<file path="src/sv/fpadd_pkg.sv">
// constants and types for the binary32 adder
// no dependencies
package fpadd_pkg;
	localparam int unsigned WordW = 32;
	localparam int unsigned ExpW  = 8;
	localparam int unsigned FracW = 23;
	localparam int unsigned SigW  = 27;
	localparam logic [ExpW-1:0]  ExpAllOnes = 8'd255;
	localparam logic [WordW-1:0] DefaultNan = 32'h7FC0_0000;
	localparam logic [WordW-1:0] InfBits    = 32'h7F80_0000;
	localparam logic [WordW-1:0] QuietBit   = 32'h0040_0000;

	typedef logic [WordW-1:0] word_t;

	typedef struct packed {
		logic                 special;
		word_t                special_val;
		logic                 sign;
		logic                 sub;
		logic [ExpW-1:0]      exp;
		logic [SigW-1:0]      ma;
		logic [SigW-1:0]      mb;
	} s1_t;

	typedef struct packed {
		logic                 special;
		word_t                special_val;
		logic                 sign;
		logic [ExpW-1:0]      exp;
		logic [SigW:0]        r;
	} s2_t;
endpackage

</file>
<file path="src/sv/fpadd_if.sv">
// valid/ready channel carrying one binary32 word or a pair
// depends on fpadd_pkg
interface fpadd_in_if;
	logic                    valid;
	logic                    ready;
	fpadd_pkg::word_t        operand_a;
	fpadd_pkg::word_t        operand_b;
	modport source (output valid, operand_a, operand_b, input ready);
	modport sink (input valid, operand_a, operand_b, output ready);
endinterface

interface fpadd_out_if;
	logic                    valid;
	logic                    ready;
	fpadd_pkg::word_t        sum_result;
	modport source (output valid, sum_result, input ready);
	modport sink (input valid, sum_result, output ready);
endinterface

</file>
<file path="src/sv/fpadd_norm.sv">
// leading-zero normalize and round to nearest even
// depends on fpadd_pkg
module fpadd_norm (
	input  fpadd_pkg::s2_t     s,
	output fpadd_pkg::word_t   res
);
	import fpadd_pkg::*;
	logic [4:0]      lz;
	logic [4:0]      sh;
	logic [9:0]      e;
	logic [SigW-1:0] r;
	logic [23:0]     m;
	logic [24:0]     mr;
	logic [9:0]      ef;
	logic [32:0]     bits;
	always_comb begin
		lz = 5'd26;
		for (int i = 0; i < 27; i++) begin
			if (s.r[i]) lz = 5'(26 - i);
		end
		e = {2'b0, s.exp};
		r = s.r[SigW-1:0];
		if (s.r[SigW]) begin
			r = s.r[SigW:1] | {26'b0, s.r[0]};
			e = e + 10'd1;
			sh = 5'd0;
		end else if ({5'b0, lz} < e) begin
			sh = lz;
		end else begin
			sh = 5'(e - 10'd1);
		end
		r = r << sh;
		e = e - {5'b0, sh};
		m = r[SigW-1:3];
		mr = {1'b0, m} + {24'b0, r[2] & ((|r[1:0]) | m[0])};
		ef = e - 10'd1;
		bits = {ef[8:0], 23'b0} + {8'b0, mr};
		if (bits >= {1'b0, InfBits}) bits = {1'b0, InfBits};
		res = s.special ? s.special_val : {s.sign, bits[30:0]};
	end
endmodule

</file>
<file path="src/sv/single_precision_float_adder.sv">
// binary32 adder, top level; depends on fpadd_pkg, fpadd_if, fpadd_norm
// Accepts one operand pair per cycle while the output is not stalled and
// presents each sum on the output through a three-stage pipeline (unpack and
// swap, align and add, normalize and round); stalls on the output hold all
// stages without loss.
module single_precision_float_adder (
	input  logic            clk,
	input  logic            arst_n,
	fpadd_in_if.sink        in_ch,
	fpadd_out_if.source     out_ch
);
	import fpadd_pkg::*;
	logic v_s1, v_s2, v_s3, adv;
	s1_t d1, q_s1;
	s2_t d2, q_s2;
	word_t res, res_s3;
	assign adv = !v_s3 || out_ch.ready;
	assign in_ch.ready = adv;
	assign out_ch.valid = v_s3;
	assign out_ch.sum_result = res_s3;

	always_comb begin
		logic [7:0] ea, eb, t;
		logic [23:0] fa, fb;
		logic sa, sb;
		word_t a, b;
		a = in_ch.operand_a; b = in_ch.operand_b;
		ea = a[30:23]; eb = b[30:23];
		sa = a[31]; sb = b[31];
		fa = {|ea, a[22:0]}; fb = {|eb, b[22:0]};
		d1 = '0;
		d1.special = 1'b1;
		if (ea == ExpAllOnes) begin
			if (|a[22:0]) d1.special_val = a | QuietBit;
			else if (eb == ExpAllOnes && |b[22:0]) d1.special_val = b | QuietBit;
			else if (eb == ExpAllOnes && sa != sb) d1.special_val = DefaultNan;
			else d1.special_val = a;
		end else if (eb == ExpAllOnes) begin
			d1.special_val = |b[22:0] ? (b | QuietBit) : b;
		end else if (fa == 0) begin
			d1.special_val = fb == 0 ? {sa & sb, 31'b0} : b;
		end else if (fb == 0) begin
			d1.special_val = a;
		end else begin
			d1.special = 1'b0;
		end
		if (ea == 0) ea = 8'd1;
		if (eb == 0) eb = 8'd1;
		if (ea < eb || (ea == eb && fa < fb)) begin
			d1.sign = sb; d1.exp = eb; d1.ma = {fb, 3'b0}; d1.mb = {fa, 3'b0};
			t = eb - ea;
		end else begin
			d1.sign = sa; d1.exp = ea; d1.ma = {fa, 3'b0}; d1.mb = {fb, 3'b0};
			t = ea - eb;
		end
		d1.sub = sa != sb;
		// shift amount parked in special_val when there is no special case
		if (!d1.special) d1.special_val = {24'b0, t};
	end

	always_comb begin
		logic [7:0] n;
		logic [SigW-1:0] al, lost;
		n = q_s1.special_val[7:0];
		lost = '0;
		if (n >= 8'd27) begin
			al = {26'b0, |q_s1.mb};
		end else begin
			al = q_s1.mb >> n;
			lost = q_s1.mb & ~({SigW{1'b1}} << n);
			al[0] = al[0] | (|lost);
		end
		d2.special = q_s1.special;
		d2.special_val = q_s1.special_val;
		d2.sign = q_s1.sign;
		d2.exp = q_s1.exp;
		d2.r = q_s1.sub ? {1'b0, q_s1.ma} - {1'b0, al} : {1'b0, q_s1.ma} + {1'b0, al};
		if (!q_s1.special && q_s1.sub && d2.r == 0) begin
			d2.special = 1'b1;
			d2.special_val = '0;
		end
	end

	fpadd_norm u_norm (.s(q_s2), .res(res));

	always_ff @(posedge clk or negedge arst_n) begin
		if (!arst_n) begin
			v_s1 <= 1'b0; v_s2 <= 1'b0; v_s3 <= 1'b0;
		end else if (adv) begin
			v_s1 <= in_ch.valid; v_s2 <= v_s1; v_s3 <= v_s2;
		end
	end

	always_ff @(posedge clk) begin
		if (adv) begin
			q_s1 <= d1; q_s2 <= d2; res_s3 <= res;
		end
	end
endmodule

</file>
<file path="src/flat_wrapper.sv">
// flat-port wrapper written by rule: the top's interface ports become plain ports
module single_precision_float_adder_flat import fpadd_pkg::*;
  (clk, arst_n, in_ch_valid, in_ch_operand_a, in_ch_operand_b, in_ch_ready, out_ch_valid, out_ch_sum_result, out_ch_ready);
  fpadd_in_if in_ch_i ();
  fpadd_out_if out_ch_i ();
  input  logic clk;
  input  logic arst_n;
  input wire logic [$bits(in_ch_i.valid)-1:0] in_ch_valid;
  input wire logic [$bits(in_ch_i.operand_a)-1:0] in_ch_operand_a;
  input wire logic [$bits(in_ch_i.operand_b)-1:0] in_ch_operand_b;
  output wire logic [$bits(in_ch_i.ready)-1:0] in_ch_ready;
  output wire logic [$bits(out_ch_i.valid)-1:0] out_ch_valid;
  output wire logic [$bits(out_ch_i.sum_result)-1:0] out_ch_sum_result;
  input wire logic [$bits(out_ch_i.ready)-1:0] out_ch_ready;
  assign in_ch_i.valid = in_ch_valid;
  assign in_ch_i.operand_a = in_ch_operand_a;
  assign in_ch_i.operand_b = in_ch_operand_b;
  assign in_ch_ready = in_ch_i.ready;
  assign out_ch_valid = out_ch_i.valid;
  assign out_ch_sum_result = out_ch_i.sum_result;
  assign out_ch_i.ready = out_ch_ready;
  single_precision_float_adder u_core (.clk(clk), .arst_n(arst_n), .in_ch(in_ch_i), .out_ch(out_ch_i));
endmodule
</file>
<file path="config.mk">
export PLATFORM = sky130hd
export DESIGN_NAME = single_precision_float_adder_flat
export DESIGN_NICKNAME = d
export VERILOG_FILES = /design/src/sv/fpadd_pkg.sv /design/src/sv/fpadd_if.sv /design/src/sv/fpadd_norm.sv /design/src/sv/single_precision_float_adder.sv /design/src/flat_wrapper.sv
export SDC_FILE = /design/constraint.sdc
export NUM_CORES = 1
export LEC_CHECK = 0
export BUFFER_PORTS_ARGS = -buffer_cell sky130_fd_sc_hd__buf_4
export CAP_MARGIN = 20
export CORE_MARGIN = 5
export CORE_UTILIZATION = 50
export CTS_CLUSTER_SIZE = 30
export DETAILED_ROUTE_END_ITERATION = 8
export GPL_TIMING_DRIVEN = 0
export PLACE_DENSITY = 0.67
export SLEW_MARGIN = 25
export SYNTH_ARGS = -nofsm -noshare
export SYNTH_HDL_FRONTEND = slang
export SYNTH_HIERARCHICAL = 1
export SYNTH_SLANG_ARGS = --single-unit
export TNS_END_PERCENT = 10
</file>
<file path="constraint.sdc">
create_clock -name clk -period 8.8 [get_ports clk]
set_input_delay 0.44 -clock clk [delete_from_list [all_inputs] [get_ports clk]]
set_output_delay 0.44 -clock clk [all_outputs]
set_load 0.02 [all_outputs]
</file>
== Word level (Yosys, flattened, before mapping) ==
Index checks and enable logic that the tools add are counted.

* Word-level logic and storage cells: 120
* Output and inout bits: 34
* Register bits after elaboration: 202

* Mux-type cells: 53
* Bitwise logic cells: 7
* Eq/ne operators: 4
* Order comparisons: 5
* Shifts and indexed selects: 3
* Reductions and logical operators: 21
* Add/sub/neg operators: 10

{| class="wikitable"
|+ Operators by type and width
! cell !! number
|-
| $mux W32 || 9
|-
| $mux W5 || 27
|-
| $mux W62 || 1
|-
| $mux W27 || 2
|-
| $reduce_or A27 Y1 || 2
|-
| $logic_not A24 Y1 || 2
|-
| $reduce_or A23 Y1 || 2
|-
| $add A32 B25 Y33 || 1
|-
| $ge A33 B31 Y1 const B || 1
|-
| $mux W8 || 4
|-
| $mux W31 || 1
|-
| $add A27 B27 Y28 || 1
|-
| $logic_not A28 Y1 || 1
|-
| $mux W28 || 1
|-
| $sub A27 B27 Y28 || 1
|-
| $and A27 B27 Y27 || 1
|-
| $not A27 Y27 || 1
|-
| $or A27 B1 Y27 || 1
|-
| $shl A27 B5 Y27 || 1
|-
| $shl A27 B8 Y27 const A || 1
|-
| $shr A27 B8 Y27 || 1
|-
| $add A24 B1 Y25 || 1
|-
| $lt A24 B24 Y1 || 1
|-
| $mux W23 || 1
|-
| 22 further kinds || 38
|}

== Longest topological paths before layout ==
* Word-level depth: 38
* Gate-level depth with buffers: 35
* Gate-level depth less buffers: 28

== Cells and area by module ==
The synthesis kept the hierarchy.

{| class="wikitable"
|+ By module, submodules not included
! module !! cells each !! area each (um^2) !! instances !! sequential area each (um^2)
|-
| single_precision_float_adder || 1353 || 13666.9 || 1 || 5870.6
|-
| fpadd_norm || 771 || 5079.9 || 1 || 0.0
|}

== Least setup slack after synthesis ==
No wires, ideal clock.

* Kind: register to register
* Start: register u_core/q_s2[11] (netlist bit)
* End: register u_core.res_s3[12], in the netlist u_core/out_ch.sum_result[12], data pin
* Arrival: 6378 ps
* Clock period less this slack: 6635 ps
* Setup slack: 2165 ps
* Path buffers: 7
* Library setup time: 257 ps
* Data required time: 8543 ps
* Cell stages (with the launch flop): 32
* Cells stage by stage: edfxtp_1 -> clkbuf_1 -> or4_1 -> o31ai_1 -> inv_2 -> ha_1 -> a211oi_1 -> nand3_1 -> a31oi_1 -> a21o_1 -> buf_6 -> mux2i_2 -> inv_2 -> buf_2 -> buf_6 -> buf_4 -> buf_4 -> mux2_2 -> o21ai_0 -> a311oi_1 -> nor3_1 -> a21oi_1 -> ha_1 -> inv_1 -> a31oi_1 -> o21ai_0 -> a21oi_1 -> nand3_1 -> nor3_1 -> a41oi_4 -> buf_6 -> a32o_1

* Word-level cells in the longest chain between the ends: 28
* Elaborated cells between the ends (all ways): 32

{| class="wikitable"
|+ RTL lines
! what !! line !! RTL
|-
| start: declaration || single_precision_float_adder.sv:15 || <nowiki>s2_t d2, q_s2;</nowiki>
|-
| start signal: assignment || single_precision_float_adder.sv:96 || <nowiki>q_s1 <= d1; q_s2 <= d2; res_s3 <= res;</nowiki>
|-
| $mux W5 (16 in a row) || fpadd_norm.sv:19 || <nowiki>if (s.r[i]) lz = 5'(26 - i);</nowiki>
|-
| $lt A5 B8 Y1 || fpadd_norm.sv:27 || <nowiki>end else if ({5'b0, lz} < e) begin</nowiki>
|-
| $mux W5 || fpadd_norm.sv:27 ||
|-
| $mux W5 || fpadd_norm.sv:23 || <nowiki>if (s.r[SigW]) begin</nowiki>
|-
| $shl A27 B5 Y27 || fpadd_norm.sv:32 || <nowiki>r = r << sh;</nowiki>
|-
| $reduce_or A2 Y1 || fpadd_norm.sv:35 || <nowiki>mr = {1'b0, m} + {24'b0, r[2] & ((|r[1:0]) | m[0])};</nowiki>
|-
| $or A1 B1 Y1 || fpadd_norm.sv:35 ||
|-
| $and A1 B1 Y1 || fpadd_norm.sv:35 ||
|-
| $add A24 B1 Y25 || fpadd_norm.sv:35 ||
|-
| $add A32 B25 Y33 (*) || fpadd_norm.sv:37 || <nowiki>bits = {ef[8:0], 23'b0} + {8'b0, mr};</nowiki>
|-
| $ge A33 B31 Y1 || fpadd_norm.sv:38 || <nowiki>if (bits >= {1'b0, InfBits}) bits = {1'b0, InfBits};</nowiki>
|-
| $mux W31 (*) || fpadd_norm.sv:38 ||
|-
| $mux W32 (*) || fpadd_norm.sv:39 || <nowiki>res = s.special ? s.special_val : {s.sign, bits[30:0]};</nowiki>
|-
| via u_core.res[12] || single_precision_float_adder.sv:16 || <nowiki>word_t res, res_s3;</nowiki>
|-
| end signal: assignment || single_precision_float_adder.sv:96 ||
|-
| end: declaration || single_precision_float_adder.sv:16 ||
|}

Mark *: on every way through the listed nets, which the timed path passes. The rest lies on a longest branch.
A chain may end at the register's enable or synchronous reset.

== Worst setup path after layout ==
Ends and elaborated chain as after synthesis.

==> results.cfg <==
[outcome]
status = complete, no violations

[timing]
period_minus_slack_ns = 8.234
worstMarginPinSlew_ns = 1.044
report.final.hold_viol_count = 0
report.final.slew_viol_count = 0
skew_ns = 0.02710
setup_viol = 0
fin_crit_sh = 0.9357
slew_headroom = 0.2976
rsz0062_at_grt = no
fin_ws_ns = 0.5662
fmax_ghz = 0.1215
tns_ns = 0

[yosys]
ys_types = 115
ys.flop_type = edfxtp_1
synth.avg_cell_area_sq_um = 8.826
synth_fp_nets = 2273
yosysTopAreaCell = edfxtp_1
synth_most_common_cell = edfxtp_1
ys_ff_latch = 196
synth_edf_count = 193
synth_area_leaders = edfxtp_1 (31%), ha_1 (5.2%), mux2i_1 (4.3%), nand2_1 (3.8%), a21oi_1 (3.5%)
synth_area_sq_um = 18750
async_flop_share = 0.01531
ys_warn_count = 6
synth_top_area_frac = 0.3092
ys_seq_area_frac = 0.3132
syn_inst = 2124
synth_commonest_cells = edfxtp_1 (193), nand2_1 (189), nor2_1 (173)

[setup_path]
r2r_cells = 26
crit_end = u_core/out_ch.sum_result[12]
setup.worst_path.start = u_core/q_s2[11]
crit_type = reg2reg
start_kind = flip-flop
end_kind = flip-flop
worstReg2RegStart = u_core/q_s2[11]
required_ns = 9.00
worstReg2RegEnd = u_core/out_ch.sum_result[12]
arrival_ns = 8.43
critPathMaxFanout = 10
r2r_slack_ns = 0.57

[clock_tree]
numCtsBuffers = 17
cts_setup_buffers = 0
tritoncts = done
clock_latency_ns = 0.46
htree_levels = 4
path_clk_slew_ns = 0.08
ctsRootBufferMaster = clkbuf_16
clockBufferDepth = 2
cts_sinks = 196

[power_and_ir_drop]
peakVddDrop_uv = 148.0
power-per-cell-area_nw_per_um2 = 348.1
power_mw = 7.262
p_leak_nw = 8.029

[detailed_routing]
viasPerCell = 6.711
avgRoutedWirePerCell_um = 25.84
met1Wirelength_um = 28400
drtIter0Drc = 2163
routed_wirelength_um = 70730
num_vias = 18370
routed-wl-met2_um = 32320
ant_nets = 0
firstDrtPassIters = 6
drc = 0
topRoutingLayerUsed = met4
dr_wl_met3_um = 5371

[placed_design]
pre_cts_ws_ns = 0.5092
dpl.hpwl_um = 56220
gp_congestion = 1.044
placed_area_sq_um = 20220
port_buffers = 101

[global_route]
antenna_found_initial = 0
grt_pass1_vias = 17410
overflow = 0
grt_pass1_wl_um = 106800
grtUsageTotal = 0.3332
grt_max_degree = 51

[die]
rows = 71
die_w_um = 203.6
pin_count = 102
start_util = 0.5024
die_y_um = 203.6
dieArea_sq_um = 41470
core_sq_um = 37310

[layout]
stdcell_area_sq_um = 20860
synthToLayoutAreaGrowth_pct = 11.27
final_core_util = 0.5591
layout.nets = 2398
drive_above_1_share = 0.1543

[min_path]
hp-class = in2reg

[job]
cap_violations = 0
## metrics by stage
step                hold slack, ns  cells
floorplan                   0.1444   2124
global placement            0.2321   2699
detailed placement          0.2347   2703
CTS                         0.2151   2736
global route                0.2318   2736
finish                      0.2311   2737
## report_power, final
part           total (mW)  switching [mW]  internal, mW
clock network       0.799           0.411         0.388
logic                4.79            3.14          1.66
registers            1.67           0.233          1.44
total                7.26            3.78          3.48
## cell type report
cell class	count	area, sq um
clock buffers	17	425.4
diodes	1	2.502
clock inverters	15	178.9
inverters	93	354.1
multi-input cells	1697	11910
well taps	474	593.1
repair buffers	106	855.8
fillers	3451	16450
plain buffers	138	674.4
flip-flops and latches	196	5871
## flip-flops by register name, indices dropped and copies added, names as in the netlist
name,flops
u_core/q_s1,82
u_core/q_s2,70
u_core/out_ch.sum_result,32
u_core/d2,9
u_core/out_ch.valid,1
u_core/v_s1,1
u_core/v_s2,1
## routing by layer
| metal | track usage | up-vias |
|---|---|---|
| li1 | - | 8350 |
| met1 | 0.4278 | 8747 |
| met4 | 0.1821 | 0 |
| met2 | 0.5395 | 1029 |
| met3 | 0.05359 | 242 |
| met5 | 0 | - |
## layout by cell type, fill, tap and decap left out, drive strengths merged, types with 12 or more instances in the layout
| cell | count |
|---|---|
| clkbuf | 100 |
| nand4 | 41 |
| xnor2 | 59 |
| o22a | 12 |
| mux2i | 85 |
| xor2 | 30 |
| nand2b | 21 |
| ha | 78 |
| edfxtp | 193 |
| o22ai | 28 |
| a22o | 25 |
| o221ai | 24 |
| a21oi | 134 |
| inv | 99 |
| buf | 160 |
| nor2b | 19 |
| nand2 | 189 |
| and2 | 20 |
| a31oi | 19 |
| a211oi | 16 |
| or4 | 16 |
| nor4 | 39 |
| mux2 | 56 |
| o21a | 16 |
| or2 | 16 |
| nand3 | 50 |
| o2111ai | 18 |
| a21o | 41 |
| or3 | 16 |
| o211ai | 29 |
| and3 | 13 |
| a21boi | 37 |
| nor3 | 57 |
| o21ai | 142 |
| nor2 | 173 |
| o21bai | 16 |
## worst max-delay path, cell delays in order (launching register included)
cell       delay, ns
edfxtp_1        0.38
clkbuf_1        0.30
or4_1           0.63
o31ai_1         0.46
inv_2           0.08
ha_1            0.21
a211oi_1        0.34
nand3_1         0.12
a31oi_1         0.28
a21o_1          0.19
buf_6           0.17
mux2i_2         0.48
inv_2           0.17
o22ai_1         0.69
mux4_2          0.39
a2bb2oi_1       0.51
a21oi_1         0.20
ha_1            0.40
inv_1           0.06
a31oi_2         0.37
o21ai_0         0.16
a21oi_1         0.14
nand3_1         0.15
nor3_1          0.34
a41oi_4         0.24
buf_6           0.22
a32o_1          0.28
## timing repair
| item | CTS | global route |
|---|---|---|
| resized for setup | 0 | 1 |
| hold endpoints to repair | 3 | 0 |
| hold buffers | 1 | 0 |
| setup endpoints to repair | 0 | 2 |
## cell families after synthesis
| family | synth area share |
|---|---|
| XOR/XNOR | 0.04198 |
| buffers and inverters | 0.05486 |
| multiplexers | 0.08990 |
| flip-flops | 0.3132 |
| adder cells (fa/ha/maj) | 0.05526 |
| AND/OR/NAND/NOR | 0.1902 |
| AO/OA/AOI/OAI | 0.2546 |
## worst min-delay path by stage
| stage | cells after the start | startpoint | end |
|---|---|---|---|
| 2_1_floorplan | 0 | arst_n | u_core/out_ch.valid |
| 3_3_place_gp | 1 | arst_n | u_core/v_s1 |
| 3_5_place_dp | 1 | arst_n | u_core/v_s1 |
| 4_1_cts | 2 | in_ch_valid | u_core/v_s1 |
| 5_1_grt | 2 | in_ch_valid | u_core/v_s1 |
| 6_report | 2 | in_ch_valid | u_core/v_s1 |
Note: power is estimated with default switching activity, not from simulation.
